==> src/rtl/core/arccos_arcsin_unit_assert.svh <==
// Assertion macros shared by the arccos/arcsin unit modules that include this header.
`ifndef ARCCOS_ARCSIN_UNIT_ASSERT_SVH
`define ARCCOS_ARCSIN_UNIT_ASSERT_SVH

// Check cons in the same cycle as ante, outside reset.
`define ACAS_ASSERT_SAME(lbl, ante, cons, msg) \
  lbl: assert property (@(posedge clk) disable iff (!rst_n) (ante) |-> (cons)) \
    else $error(msg);

// Check cons in the cycle after ante, outside reset.
`define ACAS_ASSERT_NEXT(lbl, ante, cons, msg) \
  lbl: assert property (@(posedge clk) disable iff (!rst_n) (ante) |=> (cons)) \
    else $error(msg);

`endif

==> src/rtl/core/acas_pkg.sv <==
// Shared widths, constants, types and arithmetic helpers of the arccos/arcsin unit.
package acas_pkg;

  localparam int FRAC_BITS = 16;
  localparam int IQ        = 30;
  localparam int IN_W      = FRAC_BITS + 2;
  localparam int OUT_W     = FRAC_BITS + 3;
  localparam int MAGW      = FRAC_BITS + 1;
  localparam int XW        = IQ + 1;
  localparam int PW        = IQ + 2;
  localparam int PRW       = 2 * PW;
  localparam int QW        = IQ + 3;
  localparam int RW        = IQ;
  localparam int NW        = 2 * RW;
  localparam int REMW      = RW + 3;
  localparam int SQ_STEPS  = 2;
  localparam int SQ_STAGES = RW / SQ_STEPS;
  localparam int POLY_ST   = 12;
  localparam int OUT_SH    = IQ - FRAC_BITS;

  localparam logic [63:0] ONE_Q64 = 64'd1 << IQ;

  localparam logic [IN_W-1:0] MAG_ONE  = IN_W'(1) << FRAC_BITS;
  localparam logic [XW-1:0]   ONE_Q    = XW'(1) << IQ;
  localparam logic [XW-1:0]   THRESH_Q = XW'(9) << (IQ - 4);
  localparam logic [PRW-1:0]  PROD_RND = PRW'(1) << (IQ - 1);

  // Odd minimax arcsin coefficients, Q30 rounded to nearest
  localparam logic signed [PW-1:0] C0 =
    PW'((64'd4533422055 * ONE_Q64 + 64'd50000000000) / 64'd100000000000);
  localparam logic signed [PW-1:0] C1 =
    PW'((64'd1122621676 * ONE_Q64 + 64'd50000000000) / 64'd100000000000);
  localparam logic signed [PW-1:0] C2 =
    PW'((64'd2633428147 * ONE_Q64 + 64'd50000000000) / 64'd100000000000);
  localparam logic signed [PW-1:0] C3 =
    PW'((64'd2059633616 * ONE_Q64 + 64'd50000000000) / 64'd100000000000);
  localparam logic signed [PW-1:0] C4 =
    PW'((64'd3058204360 * ONE_Q64 + 64'd50000000000) / 64'd100000000000);
  localparam logic signed [PW-1:0] C5 =
    PW'((64'd4463053856 * ONE_Q64 + 64'd50000000000) / 64'd100000000000);
  localparam logic signed [PW-1:0] C6 =
    PW'((64'd7500036403 * ONE_Q64 + 64'd50000000000) / 64'd100000000000);
  localparam logic signed [PW-1:0] C7 =
    PW'((64'd1666666630 * ONE_Q64 + 64'd5000000000) / 64'd10000000000);

  localparam logic signed [QW-1:0] HALF_PI_Q =
    QW'((64'd15707963268 * ONE_Q64 + 64'd5000000000) / 64'd10000000000);
  localparam logic signed [QW-1:0] PI2_Q = HALF_PI_Q + HALF_PI_Q;

  localparam logic [QW-1:0] OUT_RND = (QW'(1) << OUT_SH) >> 1;

  localparam logic signed [OUT_W-1:0] ANGLE_MAX =
    OUT_W'((QW'(PI2_Q) + OUT_RND) >> OUT_SH);
  localparam logic signed [OUT_W-1:0] ANGLE_HALF =
    OUT_W'((QW'(HALF_PI_Q) + OUT_RND) >> OUT_SH);
  localparam logic signed [OUT_W-1:0] ANGLE_MIN = -ANGLE_HALF;

  typedef struct packed {
    logic valid;
    logic op;
    logic neg;
    logic big;
  } acas_side_t;

  typedef struct packed {
    logic           neg;
    logic [PRW-1:0] mag;
  } acas_prod_t;

  typedef struct packed {
    logic [NW-1:0]   rad;
    logic [REMW-1:0] rem;
    logic [RW-1:0]   root;
  } acas_sq_t;

  function automatic logic [PW-1:0] acas_abs(input logic signed [PW-1:0] a);
    return a[PW-1] ? (PW'(0) - a) : a;
  endfunction

  // Sign-magnitude product, exact
  function automatic acas_prod_t acas_mul(input logic signed [PW-1:0] a,
                                          input logic signed [PW-1:0] b);
    logic [PW-1:0] ma;
    logic [PW-1:0] mb;
    acas_prod_t    p;
    ma    = acas_abs(a);
    mb    = acas_abs(b);
    p.neg = a[PW-1] ^ b[PW-1];
    p.mag = ma * mb;
    return p;
  endfunction

  // Back to Q30, magnitude rounded half away from zero
  function automatic logic signed [PW-1:0] acas_rnd(input acas_prod_t p);
    logic [PRW-1:0] s;
    logic [PW-1:0]  m;
    s = p.mag + PROD_RND;
    m = PW'(s >> IQ);
    return p.neg ? (PW'(0) - m) : m;
  endfunction

  // One digit of the restoring square root
  function automatic acas_sq_t acas_sq_step(input acas_sq_t a);
    logic [REMW-1:0] r2;
    logic [REMW-1:0] trial;
    acas_sq_t        o;
    r2    = {a.rem[REMW-3:0], a.rad[NW-1 -: 2]};
    trial = REMW'({a.root, 2'b01});
    o.rad = a.rad << 2;
    if (r2 >= trial) begin
      o.rem  = r2 - trial;
      o.root = {a.root[RW-2:0], 1'b1};
    end else begin
      o.rem  = r2;
      o.root = {a.root[RW-2:0], 1'b0};
    end
    return o;
  endfunction

endpackage

==> src/rtl/core/acas_sqrt.sv <==
// Pipelined restoring square root, two result bits per stage, then argument select.
module acas_sqrt import acas_pkg::*; (
  input  logic                 clk,
  input  logic                 rst_n,
  input  logic                 hold,
  input  acas_side_t           side_i,
  input  logic [XW-1:0]        xa_i,
  input  logic [NW-1:0]        rad_i,
  output acas_side_t           side_o,
  output logic signed [PW-1:0] x_o
);

  `include "arccos_arcsin_unit_assert.svh"

  acas_sq_t      sq_in   [SQ_STAGES];
  acas_sq_t      sq_nxt  [SQ_STAGES];
  acas_sq_t      sq_r    [SQ_STAGES];
  acas_side_t    side_in [SQ_STAGES];
  acas_side_t    side_r  [SQ_STAGES];
  logic [XW-1:0] xa_in   [SQ_STAGES];
  logic [XW-1:0] xa_r    [SQ_STAGES];

  acas_side_t          sel_side_r;
  logic signed [PW-1:0] sel_x_r;
  logic signed [PW-1:0] sel_x_nxt;
  logic [REMW-1:0]      rem_lim;

  always_comb begin
    sq_in[0].rad  = rad_i;
    sq_in[0].rem  = '0;
    sq_in[0].root = '0;
    side_in[0]    = side_i;
    xa_in[0]      = xa_i;
    for (int s = 1; s < SQ_STAGES; s++) begin
      sq_in[s]   = sq_r[s-1];
      side_in[s] = side_r[s-1];
      xa_in[s]   = xa_r[s-1];
    end
    for (int s = 0; s < SQ_STAGES; s++) begin
      sq_nxt[s] = sq_in[s];
      for (int k = 0; k < SQ_STEPS; k++) begin
        sq_nxt[s] = acas_sq_step(sq_nxt[s]);
      end
    end
  end

  // Large arguments use the root, small ones pass straight through
  assign sel_x_nxt = side_r[SQ_STAGES-1].big ? PW'(sq_r[SQ_STAGES-1].root)
                                             : PW'(xa_r[SQ_STAGES-1]);

  always_ff @(posedge clk) begin
    if (!rst_n) begin
      for (int s = 0; s < SQ_STAGES; s++) begin
        side_r[s] <= '0;
      end
      sel_side_r <= '0;
    end else if (!hold) begin
      for (int s = 0; s < SQ_STAGES; s++) begin
        side_r[s] <= side_in[s];
      end
      sel_side_r <= side_r[SQ_STAGES-1];
    end
  end

  always_ff @(posedge clk) begin
    if (!hold) begin
      for (int s = 0; s < SQ_STAGES; s++) begin
        sq_r[s] <= sq_nxt[s];
        xa_r[s] <= xa_in[s];
      end
      sel_x_r <= sel_x_nxt;
    end
  end

  assign side_o  = sel_side_r;
  assign x_o     = sel_x_r;
  assign rem_lim = REMW'({sq_r[SQ_STAGES-1].root, 1'b0});

  `ACAS_ASSERT_SAME(a_sq_rem, side_r[SQ_STAGES-1].valid, sq_r[SQ_STAGES-1].rem <= rem_lim, "square root remainder above twice the root")

endmodule

==> config.mk <==
export PLATFORM = sky130hd
export DESIGN_NAME = acas_sqrt
export DESIGN_NICKNAME = d
export VERILOG_FILES = /design/src/rtl/core/acas_pkg.sv /design/src/rtl/core/acas_sqrt.sv
export VERILOG_INCLUDE_DIRS = /design/src /design/src/rtl/core
export SDC_FILE = /design/constraint.sdc
export NUM_CORES = 2
export LEC_CHECK = 0
export ABC_AREA = 1
export BUFFER_PORTS_ARGS = -buffer_cell sky130_fd_sc_hd__buf_2
export CAP_MARGIN = 20
export CORE_UTILIZATION = 50
export CTS_BUF_LIST = sky130_fd_sc_hd__clkbuf_8
export DETAILED_ROUTE_END_ITERATION = 6
export GPL_TIMING_DRIVEN = 0
export PLACE_DENSITY = 0.67
export SYNTH_ARGS = -nofsm -noshare
export SYNTH_HDL_FRONTEND = slang
export SYNTH_SLANG_ARGS = --single-unit
==> constraint.sdc <==
create_clock -name clk -period 91.8 [get_ports clk]
set_input_delay 4.59 -clock clk [delete_from_list [all_inputs] [get_ports clk]]
set_output_delay 4.59 -clock clk [all_outputs]
set_load 0.005 [all_outputs]
==> summary.txt <==
Die ar.: 201000 um^2
Highest-delay cell along the critical path: buf_16
Synth area leader: edfxtp_1
Crit path kind: primary input to flip-flop
Pins Over Slew Limit: 0
Syn Inst Count: 11981
# DRC: 0
Critical Path Max Stage Delay: 550 ps
P per Cell Area: 27.0 nW/um^2
Setup Viol. Count Final: 0
Mapped cell area: 99600 um^2
Top-area cell type share of the netlist area: 49.2%
CTS tree: yes
Cts repair resizes: 0
Post-synth EDFFs: 1630
Maximum VDD drop: 0.0195 mV
Synth area leaders: edfxtp_1 (49%), nand2_1 (14%), inv_1 (6.2%)
Most frequent cells in the layout: nand2_1 (3621), inv_1 (1721), edfxtp_1 (1630)
Io pins: 134
Worst skew pair latency: 1030 ps
Iter 0 DRT Violations: 7724
Root Driver: clkbuf_8
Post-Route Setup TNS: 0 ps
Post-layout util: 55.3%
Clock slew at reported path FFs: 60 ps
Number of global-route vias before repair: 77726
Synth Area in Simple Gates: 26.4%
Initial antenna violation count: 9
Detail Placement HPWL: 240 mm
Ys flop type: edfxtp_1
Post-synthesis xor/xnor area fraction: 3.57%
Commonest non-fill, non-tap cell in the layout: nand2_1
Synth Area in Adders: 6.18%
Synth async-reset ratio: 0%
Final wirelength: 299 mm
CP Depth: 6
Post-synthesis mux area share: 0.0201%
Core Box Area: 198000 um^2
Crit-path cells: buf_2, inv_8, buf_16, buf_16, buf_16, buf_16
Worst Hold Class: flip-flop to flip-flop
H-Tree Depth: 5
Setup Buffers After CTS: 0
Crit path max-delay family: buffers and inverters
R2R cell count: 33
Tot Pwr: 2950 uW
Area Growth Syn to Fin: 9.67%
CTS hold repair buffers: 0
R2R Path End: sq_r[1][396]$_DFFE_PN_
Critical path fanouts, max: 145
Total GRT Usage: 29.1%
Share of cells above drive strength 1: 6.43%
Starting utilization of the core area: 50.4%
Layout Nets: 13007
Antenna viol nets, final: 0
RSZ-0062 raised after global routing: false
CP endpoint: sq_r[0][588]$_DFFE_PN_
CP Launch Type: primary input
Die height: 448 um
Seq/Total Area, Yosys: 49.2%
Initial DRT Pass Iterations: 6
Fin crit share: 7.68%
First-pass GRT wire length: 448 mm
IO Port Bufs: 132
Grt ovf: 0
Hold Crit Start: sq_r[1][348]$_DFFE_PN_
Buf+Inv Stages, Crit Path: 6
Average wire per standard cell: 19.6 um
CTS max path bufs: 4
Status: finished, final reports clean
Register-to-register setup slack: 85170 ps
Crit path top cell by count: buf_16
Total number of vias: 82381
Inserted Clock Buffers: 288
Critical Path End Type: flip-flop
Clk_skew: 95.3 ps
Yosys warnings: 0
Worst Path Required: 92400 ps
Pleak: 0.0486 uW
Max-cap violation count: 0
Row count: 163
Die Wd: 448 um
Fill cells: 18278
Synth Area in Compound Gates: 7.35%
Vias per cell: 5.40
Slew @ Worst Pin: 891 ps
Pin count of the biggest net entering global routing: 152
Post-synth cell types: 66
#FFs+latches synth: 1634
Mean post-synth cell area: 8.31 um^2
Achievable clock frequency: 142 MHz
Final hold viol count: 0
R2R Path Start: sq_r[1][239]$_DFFE_PN_
Largest family of logic cells by synthesized area: simple AND/OR/NAND/NOR gates
Clock Sinks: 1634
Final min period: 7050 ps
Critical Path Source: hold
Max_slew headroom: 40.0%
Routability cong.: 0.981
Critical Path AT: 7650 ps
stage by stage:
| stage | hold WS, ps | instances | worst slack (ps) | area [um^2] |
|---|---|---|---|---|
| after detailed placement | 405 | 14767 | 83710 | 104000 |
| after CTS | 346 | 15253 | 84810 | 109000 |
| after global placement | 400 | 14755 | 36350 | 104000 |
| final | 353 | 15255 | 84750 | 109000 |
| after floorplan | 400 | 11983 | 52580 | 99600 |
| after global routing | 340 | 15255 | 84580 | 109000 |
state kept, by name (all words and copies together), names as in the netlist:
register  cells
sq_r       1074
xa_r        465
side_r       60
x_o          31
side_o        4
logic make-up after synthesis:
kind of cell / count (synthesis)
simple gates: 6299
compound gates: 1331
flops: 1634
fa+ha+maj: 492
buf+inv: 1815
xor+xnor: 406
other cells: 2
mux: 2
Yosys cell counts (all sizes together) (9+ instances only):
cell,instances
nand2,3670
and3,13
buf,93
a21boi,14
o21bai,42
a31oi,33
nor3,162
nand3,813
or2,23
a21oi,610
xnor2,158
nand3b,52
ha,492
edfxtp,1630
clkbuf,52
xor2,248
and2,12
nor4,21
nor2,1313
o21a,31
inv,1668
o211ai,9
nand4,212
o21ai,534
a21o,25
worst min path at each step:
stage | endpoint | depth (start not counted)
floorplan | sq_r[0][186]$_DFFE_PN_ | 0
global placement | sq_r[0][589]$_DFFE_PN_ | 0
CTS | xa_r[0][82]$_DFFE_PN_ | 0
finish | sq_r[1][471]$_DFFE_PN_ | 0
global route | xa_r[0][83]$_DFFE_PN_ | 0
detailed placement | sq_r[0][215]$_DFFE_PN_ | 0
per-layer routing:
layer / part of all wire [%] / track usage [%] / up-vias
met5: 0.0043 / 0 / -
met4: 4.7 / 13.3 / 2
met3: 5.9 / 3.34 / 602
met2: 45 / 46.6 / 2934
met1: 44 / 39.8 / 38285
li1: - / - / 40558
where the power goes:
group	leakage, uW	switching, uW	internal [uW]
clock	0.00297	295	343
combinational	0.0298	891	394
sequential	0.0158	72.7	952
total	0.0486	1260	1690
cell type report:
class | count | area (um^2) | area share (%)
Sequential cell | 1634 | 49000 | 44.9
Multi-Input combinational cell | 8534 | 43400 | 39.7
Inverter | 1670 | 6280 | 5.75
Clock buffer | 291 | 4010 | 3.67
Tap cell | 2640 | 3300 | 3.02
Clock inverter | 195 | 1310 | 1.20
Timing Repair Buffer | 144 | 983 | 0.900
Buffer | 145 | 910 | 0.833
Antenna cell | 2 | 5.00 | 0.00458
(Power assumes the default switching activity.)
