File: config.mk
export PLATFORM = sky130hd
export DESIGN_NAME = acas_front
export DESIGN_NICKNAME = d
export VERILOG_FILES = /design/src/rtl/core/acas_pkg.sv /design/src/rtl/core/acas_front.sv
export VERILOG_INCLUDE_DIRS = /design/src /design/src/rtl/core
export SDC_FILE = /design/constraint.sdc
export NUM_CORES = 1
export LEC_CHECK = 0
export BUFFER_PORTS_ARGS = -buffer_cell sky130_fd_sc_hd__buf_2
export CORE_UTILIZATION = 32
export DETAILED_ROUTE_END_ITERATION = 10
export GPL_TIMING_DRIVEN = 0
export PLACE_DENSITY_LB_ADDON = 0.05
export SLEW_MARGIN = 20
export SYNTH_ARGS = -nofsm -noshare
export SYNTH_HDL_FRONTEND = slang
export SYNTH_SLANG_ARGS = --single-unit
File: constraint.sdc
create_clock -name clk -period 4.1 [get_ports clk]
set_input_delay 0.205 -clock clk [delete_from_list [all_inputs] [get_ports clk]]
set_output_delay 0.205 -clock clk [all_outputs]
set_load 0.1 [all_outputs]
File: src/rtl/core/arccos_arcsin_unit_assert.svh
// Assertion macros shared by the arccos/arcsin unit modules that include this header.
`ifndef ARCCOS_ARCSIN_UNIT_ASSERT_SVH
`define ARCCOS_ARCSIN_UNIT_ASSERT_SVH

// Check cons in the same cycle as ante, outside reset.
`define ACAS_ASSERT_SAME(lbl, ante, cons, msg) \
  lbl: assert property (@(posedge clk) disable iff (!rst_n) (ante) |-> (cons)) \
    else $error(msg);

// Check cons in the cycle after ante, outside reset.
`define ACAS_ASSERT_NEXT(lbl, ante, cons, msg) \
  lbl: assert property (@(posedge clk) disable iff (!rst_n) (ante) |=> (cons)) \
    else $error(msg);

`endif

File: src/rtl/core/acas_pkg.sv
// Shared widths, constants, types and arithmetic helpers of the arccos/arcsin unit.
package acas_pkg;

  localparam int FRAC_BITS = 16;
  localparam int IQ        = 30;
  localparam int IN_W      = FRAC_BITS + 2;
  localparam int OUT_W     = FRAC_BITS + 3;
  localparam int MAGW      = FRAC_BITS + 1;
  localparam int XW        = IQ + 1;
  localparam int PW        = IQ + 2;
  localparam int PRW       = 2 * PW;
  localparam int QW        = IQ + 3;
  localparam int RW        = IQ;
  localparam int NW        = 2 * RW;
  localparam int REMW      = RW + 3;
  localparam int SQ_STEPS  = 2;
  localparam int SQ_STAGES = RW / SQ_STEPS;
  localparam int POLY_ST   = 12;
  localparam int OUT_SH    = IQ - FRAC_BITS;

  localparam logic [63:0] ONE_Q64 = 64'd1 << IQ;

  localparam logic [IN_W-1:0] MAG_ONE  = IN_W'(1) << FRAC_BITS;
  localparam logic [XW-1:0]   ONE_Q    = XW'(1) << IQ;
  localparam logic [XW-1:0]   THRESH_Q = XW'(9) << (IQ - 4);
  localparam logic [PRW-1:0]  PROD_RND = PRW'(1) << (IQ - 1);

  // Odd minimax arcsin coefficients, Q30 rounded to nearest
  localparam logic signed [PW-1:0] C0 =
    PW'((64'd4533422055 * ONE_Q64 + 64'd50000000000) / 64'd100000000000);
  localparam logic signed [PW-1:0] C1 =
    PW'((64'd1122621676 * ONE_Q64 + 64'd50000000000) / 64'd100000000000);
  localparam logic signed [PW-1:0] C2 =
    PW'((64'd2633428147 * ONE_Q64 + 64'd50000000000) / 64'd100000000000);
  localparam logic signed [PW-1:0] C3 =
    PW'((64'd2059633616 * ONE_Q64 + 64'd50000000000) / 64'd100000000000);
  localparam logic signed [PW-1:0] C4 =
    PW'((64'd3058204360 * ONE_Q64 + 64'd50000000000) / 64'd100000000000);
  localparam logic signed [PW-1:0] C5 =
    PW'((64'd4463053856 * ONE_Q64 + 64'd50000000000) / 64'd100000000000);
  localparam logic signed [PW-1:0] C6 =
    PW'((64'd7500036403 * ONE_Q64 + 64'd50000000000) / 64'd100000000000);
  localparam logic signed [PW-1:0] C7 =
    PW'((64'd1666666630 * ONE_Q64 + 64'd5000000000) / 64'd10000000000);

  localparam logic signed [QW-1:0] HALF_PI_Q =
    QW'((64'd15707963268 * ONE_Q64 + 64'd5000000000) / 64'd10000000000);
  localparam logic signed [QW-1:0] PI2_Q = HALF_PI_Q + HALF_PI_Q;

  localparam logic [QW-1:0] OUT_RND = (QW'(1) << OUT_SH) >> 1;

  localparam logic signed [OUT_W-1:0] ANGLE_MAX =
    OUT_W'((QW'(PI2_Q) + OUT_RND) >> OUT_SH);
  localparam logic signed [OUT_W-1:0] ANGLE_HALF =
    OUT_W'((QW'(HALF_PI_Q) + OUT_RND) >> OUT_SH);
  localparam logic signed [OUT_W-1:0] ANGLE_MIN = -ANGLE_HALF;

  typedef struct packed {
    logic valid;
    logic op;
    logic neg;
    logic big;
  } acas_side_t;

  typedef struct packed {
    logic           neg;
    logic [PRW-1:0] mag;
  } acas_prod_t;

  typedef struct packed {
    logic [NW-1:0]   rad;
    logic [REMW-1:0] rem;
    logic [RW-1:0]   root;
  } acas_sq_t;

  function automatic logic [PW-1:0] acas_abs(input logic signed [PW-1:0] a);
    return a[PW-1] ? (PW'(0) - a) : a;
  endfunction

  // Sign-magnitude product, exact
  function automatic acas_prod_t acas_mul(input logic signed [PW-1:0] a,
                                          input logic signed [PW-1:0] b);
    logic [PW-1:0] ma;
    logic [PW-1:0] mb;
    acas_prod_t    p;
    ma    = acas_abs(a);
    mb    = acas_abs(b);
    p.neg = a[PW-1] ^ b[PW-1];
    p.mag = ma * mb;
    return p;
  endfunction

  // Back to Q30, magnitude rounded half away from zero
  function automatic logic signed [PW-1:0] acas_rnd(input acas_prod_t p);
    logic [PRW-1:0] s;
    logic [PW-1:0]  m;
    s = p.mag + PROD_RND;
    m = PW'(s >> IQ);
    return p.neg ? (PW'(0) - m) : m;
  endfunction

  // One digit of the restoring square root
  function automatic acas_sq_t acas_sq_step(input acas_sq_t a);
    logic [REMW-1:0] r2;
    logic [REMW-1:0] trial;
    acas_sq_t        o;
    r2    = {a.rem[REMW-3:0], a.rad[NW-1 -: 2]};
    trial = REMW'({a.root, 2'b01});
    o.rad = a.rad << 2;
    if (r2 >= trial) begin
      o.rem  = r2 - trial;
      o.root = {a.root[RW-2:0], 1'b1};
    end else begin
      o.rem  = r2;
      o.root = {a.root[RW-2:0], 1'b0};
    end
    return o;
  endfunction

endpackage

File: src/rtl/core/acas_front.sv
// Input stages: magnitude, saturation, branch pick and square root radicand.
module acas_front import acas_pkg::*; (
  input  logic                   clk,
  input  logic                   rst_n,
  input  logic                   in_valid,
  input  logic                   in_op_select,
  input  logic signed [IN_W-1:0] in_x_value,
  output logic                   in_stall,
  input  logic                   hold,
  output acas_side_t             side,
  output logic [XW-1:0]          xa,
  output logic [NW-1:0]          rad
);

  `include "arccos_arcsin_unit_assert.svh"

  logic            en_a;
  logic [IN_W-1:0] raw;
  logic [IN_W-1:0] magf;
  logic [MAGW-1:0] mag_nxt;
  logic [XW-1:0]   xa_nxt;
  logic [XW-1:0]   v;
  logic [NW-1:0]   rad_nxt;

  acas_side_t      a_side_r;
  acas_side_t      a_side_nxt;
  logic [MAGW-1:0] a_mag_r;
  acas_side_t      b_side_r;
  acas_side_t      b_side_nxt;
  logic [XW-1:0]   b_xa_r;
  logic [NW-1:0]   b_rad_r;

  // An empty first stage still loads while the rest of the pipe holds
  assign en_a     = !hold || !a_side_r.valid;
  assign in_stall = !en_a;

  always_comb begin
    raw              = in_x_value;
    magf             = raw[IN_W-1] ? (IN_W'(0) - raw) : raw;
    mag_nxt          = (magf > MAG_ONE) ? MAGW'(MAG_ONE) : MAGW'(magf);
    a_side_nxt.valid = in_valid;
    a_side_nxt.op    = in_op_select;
    a_side_nxt.neg   = raw[IN_W-1];
    a_side_nxt.big   = 1'b0;
  end

  always_comb begin
    xa_nxt         = XW'(a_mag_r) << (IQ - FRAC_BITS);
    v              = (ONE_Q - xa_nxt) >> 1;
    rad_nxt        = NW'(v) << IQ;
    b_side_nxt     = a_side_r;
    b_side_nxt.big = xa_nxt > THRESH_Q;
  end

  always_ff @(posedge clk) begin
    if (!rst_n) begin
      a_side_r <= '0;
      b_side_r <= '0;
    end else begin
      if (en_a) begin
        a_side_r <= a_side_nxt;
      end
      if (!hold) begin
        b_side_r <= b_side_nxt;
      end
    end
  end

  always_ff @(posedge clk) begin
    if (en_a) begin
      a_mag_r <= mag_nxt;
    end
    if (!hold) begin
      b_xa_r  <= xa_nxt;
      b_rad_r <= rad_nxt;
    end
  end

  assign side = b_side_r;
  assign xa   = b_xa_r;
  assign rad  = b_rad_r;

  `ACAS_ASSERT_NEXT(a_fr_load, in_valid && !in_stall, a_side_r.valid, "accepted beat lost at entry")

endmodule

==> results_dict.tcl <==
set metrics [dict create \
    status "finished clean" \
    route.vias.total 2300 \
    power.total_mw 1.86 \
    hold_viol_final 0 \
    drive_gt1_share_pct 31.8 \
    vdd_drop_max_mv 0.153 \
    end_kind "flip-flop" \
    cts_tree "done" \
    synth.area.top_cells "edfxtp_1 46%, buf_4 13%, dfxtp_1 4.3%, xor2_1 3.8%, xnor2_1 3.5%" \
    slowest_delay_ns 0.71 \
    yosysUniqueCellTypes 52 \
    worstMarginPinSlew_ns 0.781 \
    gp_congestion 0.780 \
    synth_compound_area_share_pct 9.68 \
    io_pins 119 \
    yosys.area_share.simple_pct 14.5 \
    ant_nets 0 \
    tns_ns 0 \
    drt_first_pass_iters 4 \
    die_w_um 103 \
    synthAdderAreaFrac_pct 0.765 \
    hold_slack_ns 0.0902 \
    synth_top_family_by_area "buffers and inverters" \
    swShare_pct 44.1 \
    clockBufferDepth 2 \
    grt_pass1_vias 2017 \
    synth_edf_count 50 \
    endpoint "side[0]" \
    r2r_start "a_mag_r[1]" \
    fin_crit_ns 2.51 \
    synth.avg_cell_area_um2 10.9 \
    cts.clk_slew.worst_paths_ns 0.06 \
    crit_required_ns 4.30 \
    post_cts_buffers 0 \
    synth_area_leader_cell "edfxtp_1" \
    r2r_setup_slack_ns 1.59 \
    post-dp-hpwl_um 4730 \
    startpoint "a_mag_r[1]" \
    async_flop_share_pct 0 \
    final.period_utilization_pct 61.3 \
    cts.repair.resized 0 \
    syn_area_um2 3270 \
    cts_buffers 9 \
    final_common_cell "buf_4" \
    path_class "reg -> reg" \
    core-area_um2 9820 \
    drt_iter0_drc 93 \
    drc 0 \
    htree_levels 3 \
    vias_per_cell 4.12 \
    slew_viol_final 0 \
    final_cell_mix "58 x buf_4, 57 x conb_1, 55 x buf_2" \
    setup_viol 0 \
    synthFlopType "edfxtp_1" \
    switchingPower_mw 0.820 \
    io_buffers 54 \
    muxShareOfSynthArea_pct 0.918 \
    yosysTopAreaCellShare_pct 45.9 \
    initial_utilization_pct 33.3 \
    cp_cell_sequence "inv_1 > ha_1 > or3b_2 > nor4bb_1 > nor2b_1 > o31ai_1 > a21oi_1" \
    powerDensity_nw_per_um2 457 \
    cp_slowest_cell "nor4bb_1" \
    wl_per_cell_um 11.2 \
    rows 36 \
    antenna_found_initial 0 \
    clock-sinks 57 \
    clkPwrFrac_pct 22.2 \
    die_y_um 103 \
    grt_pass1_wl_um 9780 \
    dieArea_um2 10600 \
    wl_um 6240 \
    worstSetupStartpointType "flip-flop" \
    grt_usage_pct 12.3 \
    finalNetCount 445 \
    reg2reg_to "side[0]" \
    comb_power_share_pct 38.0 \
    seqPwrFrac_pct 39.8 \
    drv_cap 0 \
    synth_seq_cells 57 \
    syn_inst 299 \
    grt.overflow.total 0 \
    yosysWarnings 0 \
    rsz0062_at_grt "false" \
    fmax_ghz 0.398 \
    insertedDiodeCount 0 \
    leakagePower_nw 1.76 \
    hold_class "in -> reg" \
    synth_xor_area_share_pct 7.23 \
    fin_skew_ns 0.00888 \
    internal-power_mw 1.04 \
    cp_max_fo 4 \
    grt_max_degree 35 \
    hold_buffers 0 \
    ys_seq_area_share_pct 50.2 \
    cp.arrival_ns 2.72 \
    clock_latency_ns 0.32 \
    ff2ff_path_depth 7 \
    areaGrowthSynthToFinish_pct 24.5 \
    slew_headroom_pct 47.2 \
    root_buffer "clkbuf_8" \
]
critical path: cells and delay by family (launching register included):
kind,cells,cell delay (ns)
adders and majority gates,1,0.17
and+or+nand+nor,3,1.33
AOI/OAI and AO/OA,2,0.38
DFF,1,0.43
buffers and inverters,1,0.08
final cells by class:
type                            count  area, µm²
Sequential cell                    57       1640
Tap cell                          133        166
Clock inverter                      5       22.5
Buffer                             73        509
Clock buffer                       11        131
Multi-Input combinational cell    216       1290
Fill cell                        1025       5750
Timing Repair Buffer               54        270
Inverter                            9       33.8
power groups by stage:
stage                     logic, mW  registers (mW)  clock network [mW]
final                         0.706           0.739               0.413
after global routing          0.738           0.748               0.455
after CTS                     0.707           0.741               0.430
after detailed placement      0.707           0.752                   0
after global placement        0.706           0.751                   0
after floorplan               0.381            1.00                   0
metrics by stage:
| step | worst slack, ns | util [%] | cells | cell area [µm²] |
|---|---|---|---|---|
| final | 1.59 | 41.5 | 558 | 4070 |
| after global routing | 1.34 | 41.5 | 558 | 4070 |
| after CTS | 1.51 | 41.5 | 558 | 4070 |
| after detailed placement | 1.37 | 39.9 | 542 | 3920 |
| after global placement | 1.38 | 39.9 | 542 | 3920 |
| after floorplan | 1.70 | - | 355 | 3480 |
cells by family after synthesis:
kind of cell               Yosys count
buffers and inverters               82
adders and majority gates            2
xor gates and xnor gates            27
muxes                                3
and+or+nand+nor                     83
AOI/OAI and AO/OA                   44
other                                1
DFF                                 57
synthesized netlist by cell type, types with 2 or more instances:
library cell  instances
nor3_1                4
a21oi_1               2
o22ai_1               3
nand2_1              17
ha_1                  2
a21boi_0              2
or3_1                 5
mux2i_1               3
o32ai_1               3
dfxtp_1               7
xnor2_1              13
xor2_1               14
o21ba_2               2
buf_6                 2
inv_1                 9
nor2b_1               7
o31ai_1               8
nand2b_1              5
buf_4                58
or4_1                 6
or4b_2                2
a211oi_1              3
or4b_1                2
or3b_2                2
o21ai_0              11
nor2_1               18
nor4_1                6
clkbuf_1             10
edfxtp_1             50
routing by layer:
| layer | wire (µm) | share of wire [%] | up-vias | global-route usage, % |
|---|---|---|---|---|
| li1 | - | - | 1199 | - |
| met1 | 2960 | 47 | 996 | 16.1 |
| met2 | 2790 | 45 | 98 | 18.7 |
| met3 | 429 | 6.9 | 7 | 4.00 |
| met4 | 64 | 1.0 | 0 | 4.98 |
| met5 | 0 | 0 | - | 0 |
sequential cells by signal, indices dropped and copies added, names as in the netlist:
name and flops:
a_mag_r 17, a_side_r 3, rad 16, side 4, xa 17
worst min-delay path by stage:
stage,end,cells after the start,start
2_1_floorplan,a_side_r[3],1,rst_n
3_3_place_gp,a_side_r[3],2,in_valid
3_5_place_dp,a_side_r[3],2,in_valid
4_1_cts,a_side_r[3],2,in_valid
5_1_grt,a_side_r[3],2,in_valid
6_report,a_side_r[3],2,in_valid
Power figures use the tool's default switching activity.
