## src/rtl/core/arccos_arcsin_unit_assert.svh

```systemverilog
// Assertion macros shared by the arccos/arcsin unit modules that include this header.
`ifndef ARCCOS_ARCSIN_UNIT_ASSERT_SVH
`define ARCCOS_ARCSIN_UNIT_ASSERT_SVH

// Check cons in the same cycle as ante, outside reset.
`define ACAS_ASSERT_SAME(lbl, ante, cons, msg) \
  lbl: assert property (@(posedge clk) disable iff (!rst_n) (ante) |-> (cons)) \
    else $error(msg);

// Check cons in the cycle after ante, outside reset.
`define ACAS_ASSERT_NEXT(lbl, ante, cons, msg) \
  lbl: assert property (@(posedge clk) disable iff (!rst_n) (ante) |=> (cons)) \
    else $error(msg);

`endif

```

## src/rtl/core/acas_pkg.sv

```systemverilog
// Shared widths, constants, types and arithmetic helpers of the arccos/arcsin unit.
package acas_pkg;

  localparam int FRAC_BITS = 16;
  localparam int IQ        = 30;
  localparam int IN_W      = FRAC_BITS + 2;
  localparam int OUT_W     = FRAC_BITS + 3;
  localparam int MAGW      = FRAC_BITS + 1;
  localparam int XW        = IQ + 1;
  localparam int PW        = IQ + 2;
  localparam int PRW       = 2 * PW;
  localparam int QW        = IQ + 3;
  localparam int RW        = IQ;
  localparam int NW        = 2 * RW;
  localparam int REMW      = RW + 3;
  localparam int SQ_STEPS  = 2;
  localparam int SQ_STAGES = RW / SQ_STEPS;
  localparam int POLY_ST   = 12;
  localparam int OUT_SH    = IQ - FRAC_BITS;

  localparam logic [63:0] ONE_Q64 = 64'd1 << IQ;

  localparam logic [IN_W-1:0] MAG_ONE  = IN_W'(1) << FRAC_BITS;
  localparam logic [XW-1:0]   ONE_Q    = XW'(1) << IQ;
  localparam logic [XW-1:0]   THRESH_Q = XW'(9) << (IQ - 4);
  localparam logic [PRW-1:0]  PROD_RND = PRW'(1) << (IQ - 1);

  // Odd minimax arcsin coefficients, Q30 rounded to nearest
  localparam logic signed [PW-1:0] C0 =
    PW'((64'd4533422055 * ONE_Q64 + 64'd50000000000) / 64'd100000000000);
  localparam logic signed [PW-1:0] C1 =
    PW'((64'd1122621676 * ONE_Q64 + 64'd50000000000) / 64'd100000000000);
  localparam logic signed [PW-1:0] C2 =
    PW'((64'd2633428147 * ONE_Q64 + 64'd50000000000) / 64'd100000000000);
  localparam logic signed [PW-1:0] C3 =
    PW'((64'd2059633616 * ONE_Q64 + 64'd50000000000) / 64'd100000000000);
  localparam logic signed [PW-1:0] C4 =
    PW'((64'd3058204360 * ONE_Q64 + 64'd50000000000) / 64'd100000000000);
  localparam logic signed [PW-1:0] C5 =
    PW'((64'd4463053856 * ONE_Q64 + 64'd50000000000) / 64'd100000000000);
  localparam logic signed [PW-1:0] C6 =
    PW'((64'd7500036403 * ONE_Q64 + 64'd50000000000) / 64'd100000000000);
  localparam logic signed [PW-1:0] C7 =
    PW'((64'd1666666630 * ONE_Q64 + 64'd5000000000) / 64'd10000000000);

  localparam logic signed [QW-1:0] HALF_PI_Q =
    QW'((64'd15707963268 * ONE_Q64 + 64'd5000000000) / 64'd10000000000);
  localparam logic signed [QW-1:0] PI2_Q = HALF_PI_Q + HALF_PI_Q;

  localparam logic [QW-1:0] OUT_RND = (QW'(1) << OUT_SH) >> 1;

  localparam logic signed [OUT_W-1:0] ANGLE_MAX =
    OUT_W'((QW'(PI2_Q) + OUT_RND) >> OUT_SH);
  localparam logic signed [OUT_W-1:0] ANGLE_HALF =
    OUT_W'((QW'(HALF_PI_Q) + OUT_RND) >> OUT_SH);
  localparam logic signed [OUT_W-1:0] ANGLE_MIN = -ANGLE_HALF;

  typedef struct packed {
    logic valid;
    logic op;
    logic neg;
    logic big;
  } acas_side_t;

  typedef struct packed {
    logic           neg;
    logic [PRW-1:0] mag;
  } acas_prod_t;

  typedef struct packed {
    logic [NW-1:0]   rad;
    logic [REMW-1:0] rem;
    logic [RW-1:0]   root;
  } acas_sq_t;

  function automatic logic [PW-1:0] acas_abs(input logic signed [PW-1:0] a);
    return a[PW-1] ? (PW'(0) - a) : a;
  endfunction

  // Sign-magnitude product, exact
  function automatic acas_prod_t acas_mul(input logic signed [PW-1:0] a,
                                          input logic signed [PW-1:0] b);
    logic [PW-1:0] ma;
    logic [PW-1:0] mb;
    acas_prod_t    p;
    ma    = acas_abs(a);
    mb    = acas_abs(b);
    p.neg = a[PW-1] ^ b[PW-1];
    p.mag = ma * mb;
    return p;
  endfunction

  // Back to Q30, magnitude rounded half away from zero
  function automatic logic signed [PW-1:0] acas_rnd(input acas_prod_t p);
    logic [PRW-1:0] s;
    logic [PW-1:0]  m;
    s = p.mag + PROD_RND;
    m = PW'(s >> IQ);
    return p.neg ? (PW'(0) - m) : m;
  endfunction

  // One digit of the restoring square root
  function automatic acas_sq_t acas_sq_step(input acas_sq_t a);
    logic [REMW-1:0] r2;
    logic [REMW-1:0] trial;
    acas_sq_t        o;
    r2    = {a.rem[REMW-3:0], a.rad[NW-1 -: 2]};
    trial = REMW'({a.root, 2'b01});
    o.rad = a.rad << 2;
    if (r2 >= trial) begin
      o.rem  = r2 - trial;
      o.root = {a.root[RW-2:0], 1'b1};
    end else begin
      o.rem  = r2;
      o.root = {a.root[RW-2:0], 1'b0};
    end
    return o;
  endfunction

endpackage

```

## src/rtl/core/acas_fold.sv

```systemverilog
// Output stages: range fold, reflection, arcsin offset, rounding and the output register.
module acas_fold import acas_pkg::*; (
  input  logic                    clk,
  input  logic                    rst_n,
  input  logic                    hold,
  input  acas_side_t              side_i,
  input  logic signed [PW-1:0]    core_i,
  output logic                    out_valid,
  output logic signed [OUT_W-1:0] out_angle
);

  acas_side_t           f0_side_r, f1_side_r, f2_side_r;
  logic signed [QW-1:0] f0_t_r, f1_t_r;
  logic signed [QW-1:0] core_x;
  logic signed [QW-1:0] t0_nxt, tr, t1_nxt;
  logic [QW-1:0]        tmag;
  logic [QW-1:0]        m_nxt;
  logic                 f2_neg_r;
  logic [QW-1:0]        f2_m_r;
  logic                 out_valid_r;
  logic signed [OUT_W-1:0] out_angle_r;

  always_comb begin
    core_x = QW'(core_i);
    t0_nxt = side_i.big ? (core_x <<< 1) : (HALF_PI_Q - core_x);
    tr     = f0_side_r.neg ? (PI2_Q - f0_t_r) : f0_t_r;
    t1_nxt = f0_side_r.op ? (HALF_PI_Q - tr) : tr;
    tmag   = f1_t_r[QW-1] ? (QW'(0) - f1_t_r) : f1_t_r;
    m_nxt  = (tmag + OUT_RND) >> OUT_SH;
  end

  always_ff @(posedge clk) begin
    if (!rst_n) begin
      f0_side_r   <= '0;
      f1_side_r   <= '0;
      f2_side_r   <= '0;
      out_valid_r <= 1'b0;
    end else if (!hold) begin
      f0_side_r   <= side_i;
      f1_side_r   <= f0_side_r;
      f2_side_r   <= f1_side_r;
      out_valid_r <= f2_side_r.valid;
    end
  end

  always_ff @(posedge clk) begin
    if (!hold) begin
      f0_t_r      <= t0_nxt;
      f1_t_r      <= t1_nxt;
      f2_neg_r    <= f1_t_r[QW-1];
      f2_m_r      <= m_nxt;
      out_angle_r <= OUT_W'(f2_neg_r ? (QW'(0) - f2_m_r) : f2_m_r);
    end
  end

  assign out_valid = out_valid_r;
  assign out_angle = out_angle_r;

endmodule

```

## config.mk

```make
export PLATFORM = sky130hd
export DESIGN_NAME = acas_fold
export DESIGN_NICKNAME = d
export VERILOG_FILES = /design/src/rtl/core/arccos_arcsin_unit_assert.svh /design/src/rtl/core/acas_pkg.sv /design/src/rtl/core/acas_fold.sv
export SDC_FILE = /design/constraint.sdc
export NUM_CORES = 1
export LEC_CHECK = 0
export ABC_AREA = 1
export BUFFER_PORTS_ARGS = -buffer_cell sky130_fd_sc_hd__buf_2
export CAP_MARGIN = 20
export CORE_MARGIN = 2
export CORE_UTILIZATION = 56
export CTS_CLUSTER_SIZE = 25
export DETAILED_ROUTE_END_ITERATION = 10
export PLACE_DENSITY = 0.75
export REMOVE_ABC_BUFFERS = 1
export SETUP_SLACK_MARGIN = 0.4
export SLEW_MARGIN = 5
export SYNTH_ARGS = -nofsm -noshare
export SYNTH_HDL_FRONTEND = slang
export SYNTH_SLANG_ARGS = --single-unit
export TNS_END_PERCENT = 50
```

## constraint.sdc

```tcl
create_clock -name clk -period 3.9 [get_ports clk]
set_clock_uncertainty 0.15 [all_clocks]
set_input_delay 0.195 -clock clk [delete_from_list [all_inputs] [get_ports clk]]
set_output_delay 0.195 -clock clk [all_outputs]
set_load 0.01 [all_outputs]
```

==> results <==
- The flow ran to the end, and the final reports show no timing, DRC or antenna violations.
- The startpoint-to-endpoint class of the critical path is reg2reg.
- The final count of pins violating max slew came to 0.
- The distinct cell type count after synthesis is 46.
- The full die area is 16200 µm².
- The critical path goes through ha_1 -> o21ai_1 -> inv_1 -> ha_1 -> nand3_1 -> nand2_1 -> nand2_1 -> nand2_1 -> nand2_1 -> nand2_1 -> nand2_1 -> nand2_1 -> nor2_2 -> inv_1 -> nand3b_1 -> nand3_1 -> nand2_1 -> inv_1.
- Buffers placed on the I/O ports in this run total 58.
- The number of max-cap violations is 0.
- Once placement completed, the tool counted placed cells totaling 1427.
- The DRC violations left is 0.
- For this run, the register share of the synthesized area comes to 38.6%.
- In this run, the number of DRC markers left after iteration 0 of detailed routing was 400.
- The count of vias placed by the detailed router is 7672.
- After routing, the total negative slack on setup checks comes to 0 ns.
- The TritonCTS clock tree is done.
- On the final layout, the worst hold slack is 0.0102 ns.
- For this design, the slowest cell found on the critical path is edfxtp_1.
- Excluding fillers, the count of instances in the completed layout stands at 1452.
- From left edge to right edge, the die measures 127 µm.
- Detailed placement ended at an HPWL of 14800 µm.
- The deepest clock path buffer count is 2.
- Entering global routing, the biggest net connects 42 pins.
- The power per unit of standard cell area is 382 nW/µm².
- After synthesis, the most frequently instantiated cells are nand2_1 (341), nor2_1 (157), inv_1 (149), edfxtp_1 (105), nand3_1 (100).
- The headroom to the max-slew limit is 35.9%.
- Summed over all layers, the routed wires come to 18600 µm.
- The synthesized instance count is 1197.
- The kind of cell adding the most delay to the critical path is simple AND/OR/NAND/NOR gates.
- The synthesized netlist occupies a cell area of 8490 µm².
- In the final design database the tool counted 1307 nets.
- Measured on the finished design, the core utilization comes to 64.0%.
- The first global-routing pass estimated 31500 µm of wire.
- Among the stages of the critical path, the cell type that occurs most often is nand2_1.
- Summed over all instances, the cell type with the most area after synthesis is edfxtp_1.
- In this run the standard cell core region covers 14600 µm².
- The post-route worst setup slack is 0.990 ns.
- Setup repair after global routing left no endpoint under its margin.
- The number of enable-type register cells in the synthesized netlist is 105.
- The average vias per placed instance is 5.28.
- The count of inserted antenna diode cells is 0.
- The top flip-flop cell by instance count after synthesis is edfxtp_1.
- Compared with the post-synthesis result, the final layout area differs by 10.5%.
- The leakage power total is 4.20 nW.
- Dividing the detail-routed wire length by the instance count gives 12.8 µm.
- The number of global-route vias before repair is 7084.
- The number of clock sinks is 111.
- The worst setup path is captured at a flip-flop.
- The count of warnings emitted by yosys is 0.
- At the placement stage, the worst setup path has a slack of 1.01 ns.
- The transition at the pin with the smallest max-transition slack is 0.960 ns.
- The most frequent cell after synthesis is nand2_1.
- The top achievable clock speed is 0.344 GHz.
- Synthesis inferred 111 register bits.
- In this run the count of I/O pins placed on the die edge is 59.
- For the worst setup path, the data required time is 3.88 ns.
- The tree is rooted in a clkbuf_16.
- TritonCTS created 9 clock buffers.
- The initial antenna violation count is 0.
- The share of synthesized flip-flops with an asynchronous set or reset is 0%.
- The overall global routing resource usage is 23.9%.
- In this design, the stage delay of the slowest critical-path cell is 0.48 ns.
- The fraction of post-synthesis cell area in the top cell type by area is 37.2%.
- After synthesis, the cell types taking the most area are edfxtp_1 (37%), nand2_1 (15%), nor2_1 (6.9%).
- The row count is 44.
- The share of final-layout standard cells stronger than drive strength 1 is 11.5%.
- The post-route clock period utilization is 74.6%.
- For this configuration, the core starts out at a cell density of 57.9%.
- The synthesized area per cell is 7.09 µm².
- The min-delay analysis places its worst path in the category in2reg.
- The first detailed-routing pass ran for 8 iterations.
- The worst-case IR drop observed on VDD is 0.272 mV.
- Clock latency on the worst-skew pair, taken at its later pin, is 0.36 ns.
- The number of nets still failing antenna checks after routing is 0.
- The count of buffers added by post-CTS timing repair for setup is 0.
- The clock-pin slew reported for the worst setup and hold paths after clock tree synthesis is 0.07 ns.
- The largest fanout on the critical path is 5.
- The sort of element at the start of the critical path is a flip-flop.
- Setup violations remaining at the end of the flow were counted as 0.
- The count of buffering cells on the critical path with inverters included is 3.
- The die is 127 µm tall.
- After global routing the overflow that remains totals 0.
- The minimum clock period is 2.91 ns.
- The final hold violation count is 0.
- The total number of H-tree levels is 3.
- At the end of routability-driven placement, the weighted congestion stood at 0.961.
- The signal arrival time at the worst endpoint is 2.89 ns.
==> cell type report <==
cell class                      instances  area [µm²]
Clock buffer                           10         229
Clock inverter                          6        77.6
Fill cell                            1314        5270
Inverter                              167         629
Multi-Input combinational cell        899        4500
Sequential cell                       111        3270
Tap cell                              184         230
Timing Repair Buffer                   75         440
==> power breakdown <==
part	internal (mW)	total, mW	switching (mW)
logic	0.343	0.987	0.644
clock network	0.510	0.953	0.443
registers	1.52	1.64	0.119
==> logic make-up after synthesis <==
| family | after synthesis | synth area share (%) |
|---|---|---|
| compound gates | 110 | 7.20 |
| simple gates | 698 | 35.5 |
| buf+inv | 187 | 8.40 |
| fa+ha+maj | 5 | 0.737 |
| flops | 111 | 38.6 |
| xor+xnor | 86 | 9.58 |
==> final timing paths <==
kind	start	slack, ns	depth (start not counted)	endpoint
worst max-delay path	f0_t_r[0]	0.99	18	f1_t_r[31]
worst min-delay path	core_i[25]	0.01	3	f0_t_r[26]
worst max register to register	f0_t_r[0]	0.99	18	f1_t_r[31]
worst min register to register	f2_m_r[0]	0.31	0	out_angle[0]
==> sequential cells by signal (all words and copies together) (netlist names) <==
| register | count |
|---|---|
| out_angle | 19 |
| f2_side_r | 1 |
| out_valid | 1 |
| f0_side_r | 3 |
| f1_t_r | 33 |
| f1_side_r | 1 |
| f2_neg_r | 1 |
| f0_t_r | 33 |
| f2_m_r | 19 |
==> per-stage QoR <==
step,cell area [µm²],total power [mW]
final,9380,3.58
after global routing,9380,3.80
after CTS,9380,3.59
after detailed placement,8980,2.64
after global placement,8980,2.61
after floorplan,8400,2.37
==> tightest hold or removal path, stage by stage <==
cell and delay (ns):
buf_2 0.11, nand2_1 0.04, o21ai_0 0.06
==> what timing repair did <==
action	4_1_cts	5_1_grt
resized for setup	0	0
endpoints found under the hold margin	10	0
hold buffers	9	0
==> routing by layer <==
layer	up-vias	GRT usage, %	part of all wire [%]
met5	-	0	0
met4	0	12.2	3.7
met3	40	2.18	3.0
met2	194	43.9	51
met1	3434	27.9	43
li1	4004	-	-
==> cells in the final DEF (no fill, tap or decap), drive strengths merged, types with 4 or more instances in the layout <==
cell | synthesis | final
nand4 | 25 | 25
buf | 11 | 66
nand3b | 8 | 8
inv | 162 | 164
nand3 | 101 | 101
or2 | 4 | 4
nor2 | 177 | 177
ha | 5 | 5
xnor2 | 27 | 27
xor2 | 59 | 59
o22ai | 4 | 4
clkinv | 5 | 7
nor3 | 23 | 23
a31oi | 6 | 6
edfxtp | 105 | 105
clkbuf | 9 | 10
nor4 | 5 | 5
dfxtp | 6 | 6
o21ai | 63 | 63
dlygate4sd3 | 0 | 9
nand2 | 353 | 353
a21oi | 24 | 24
(Power assumes the default switching activity.)
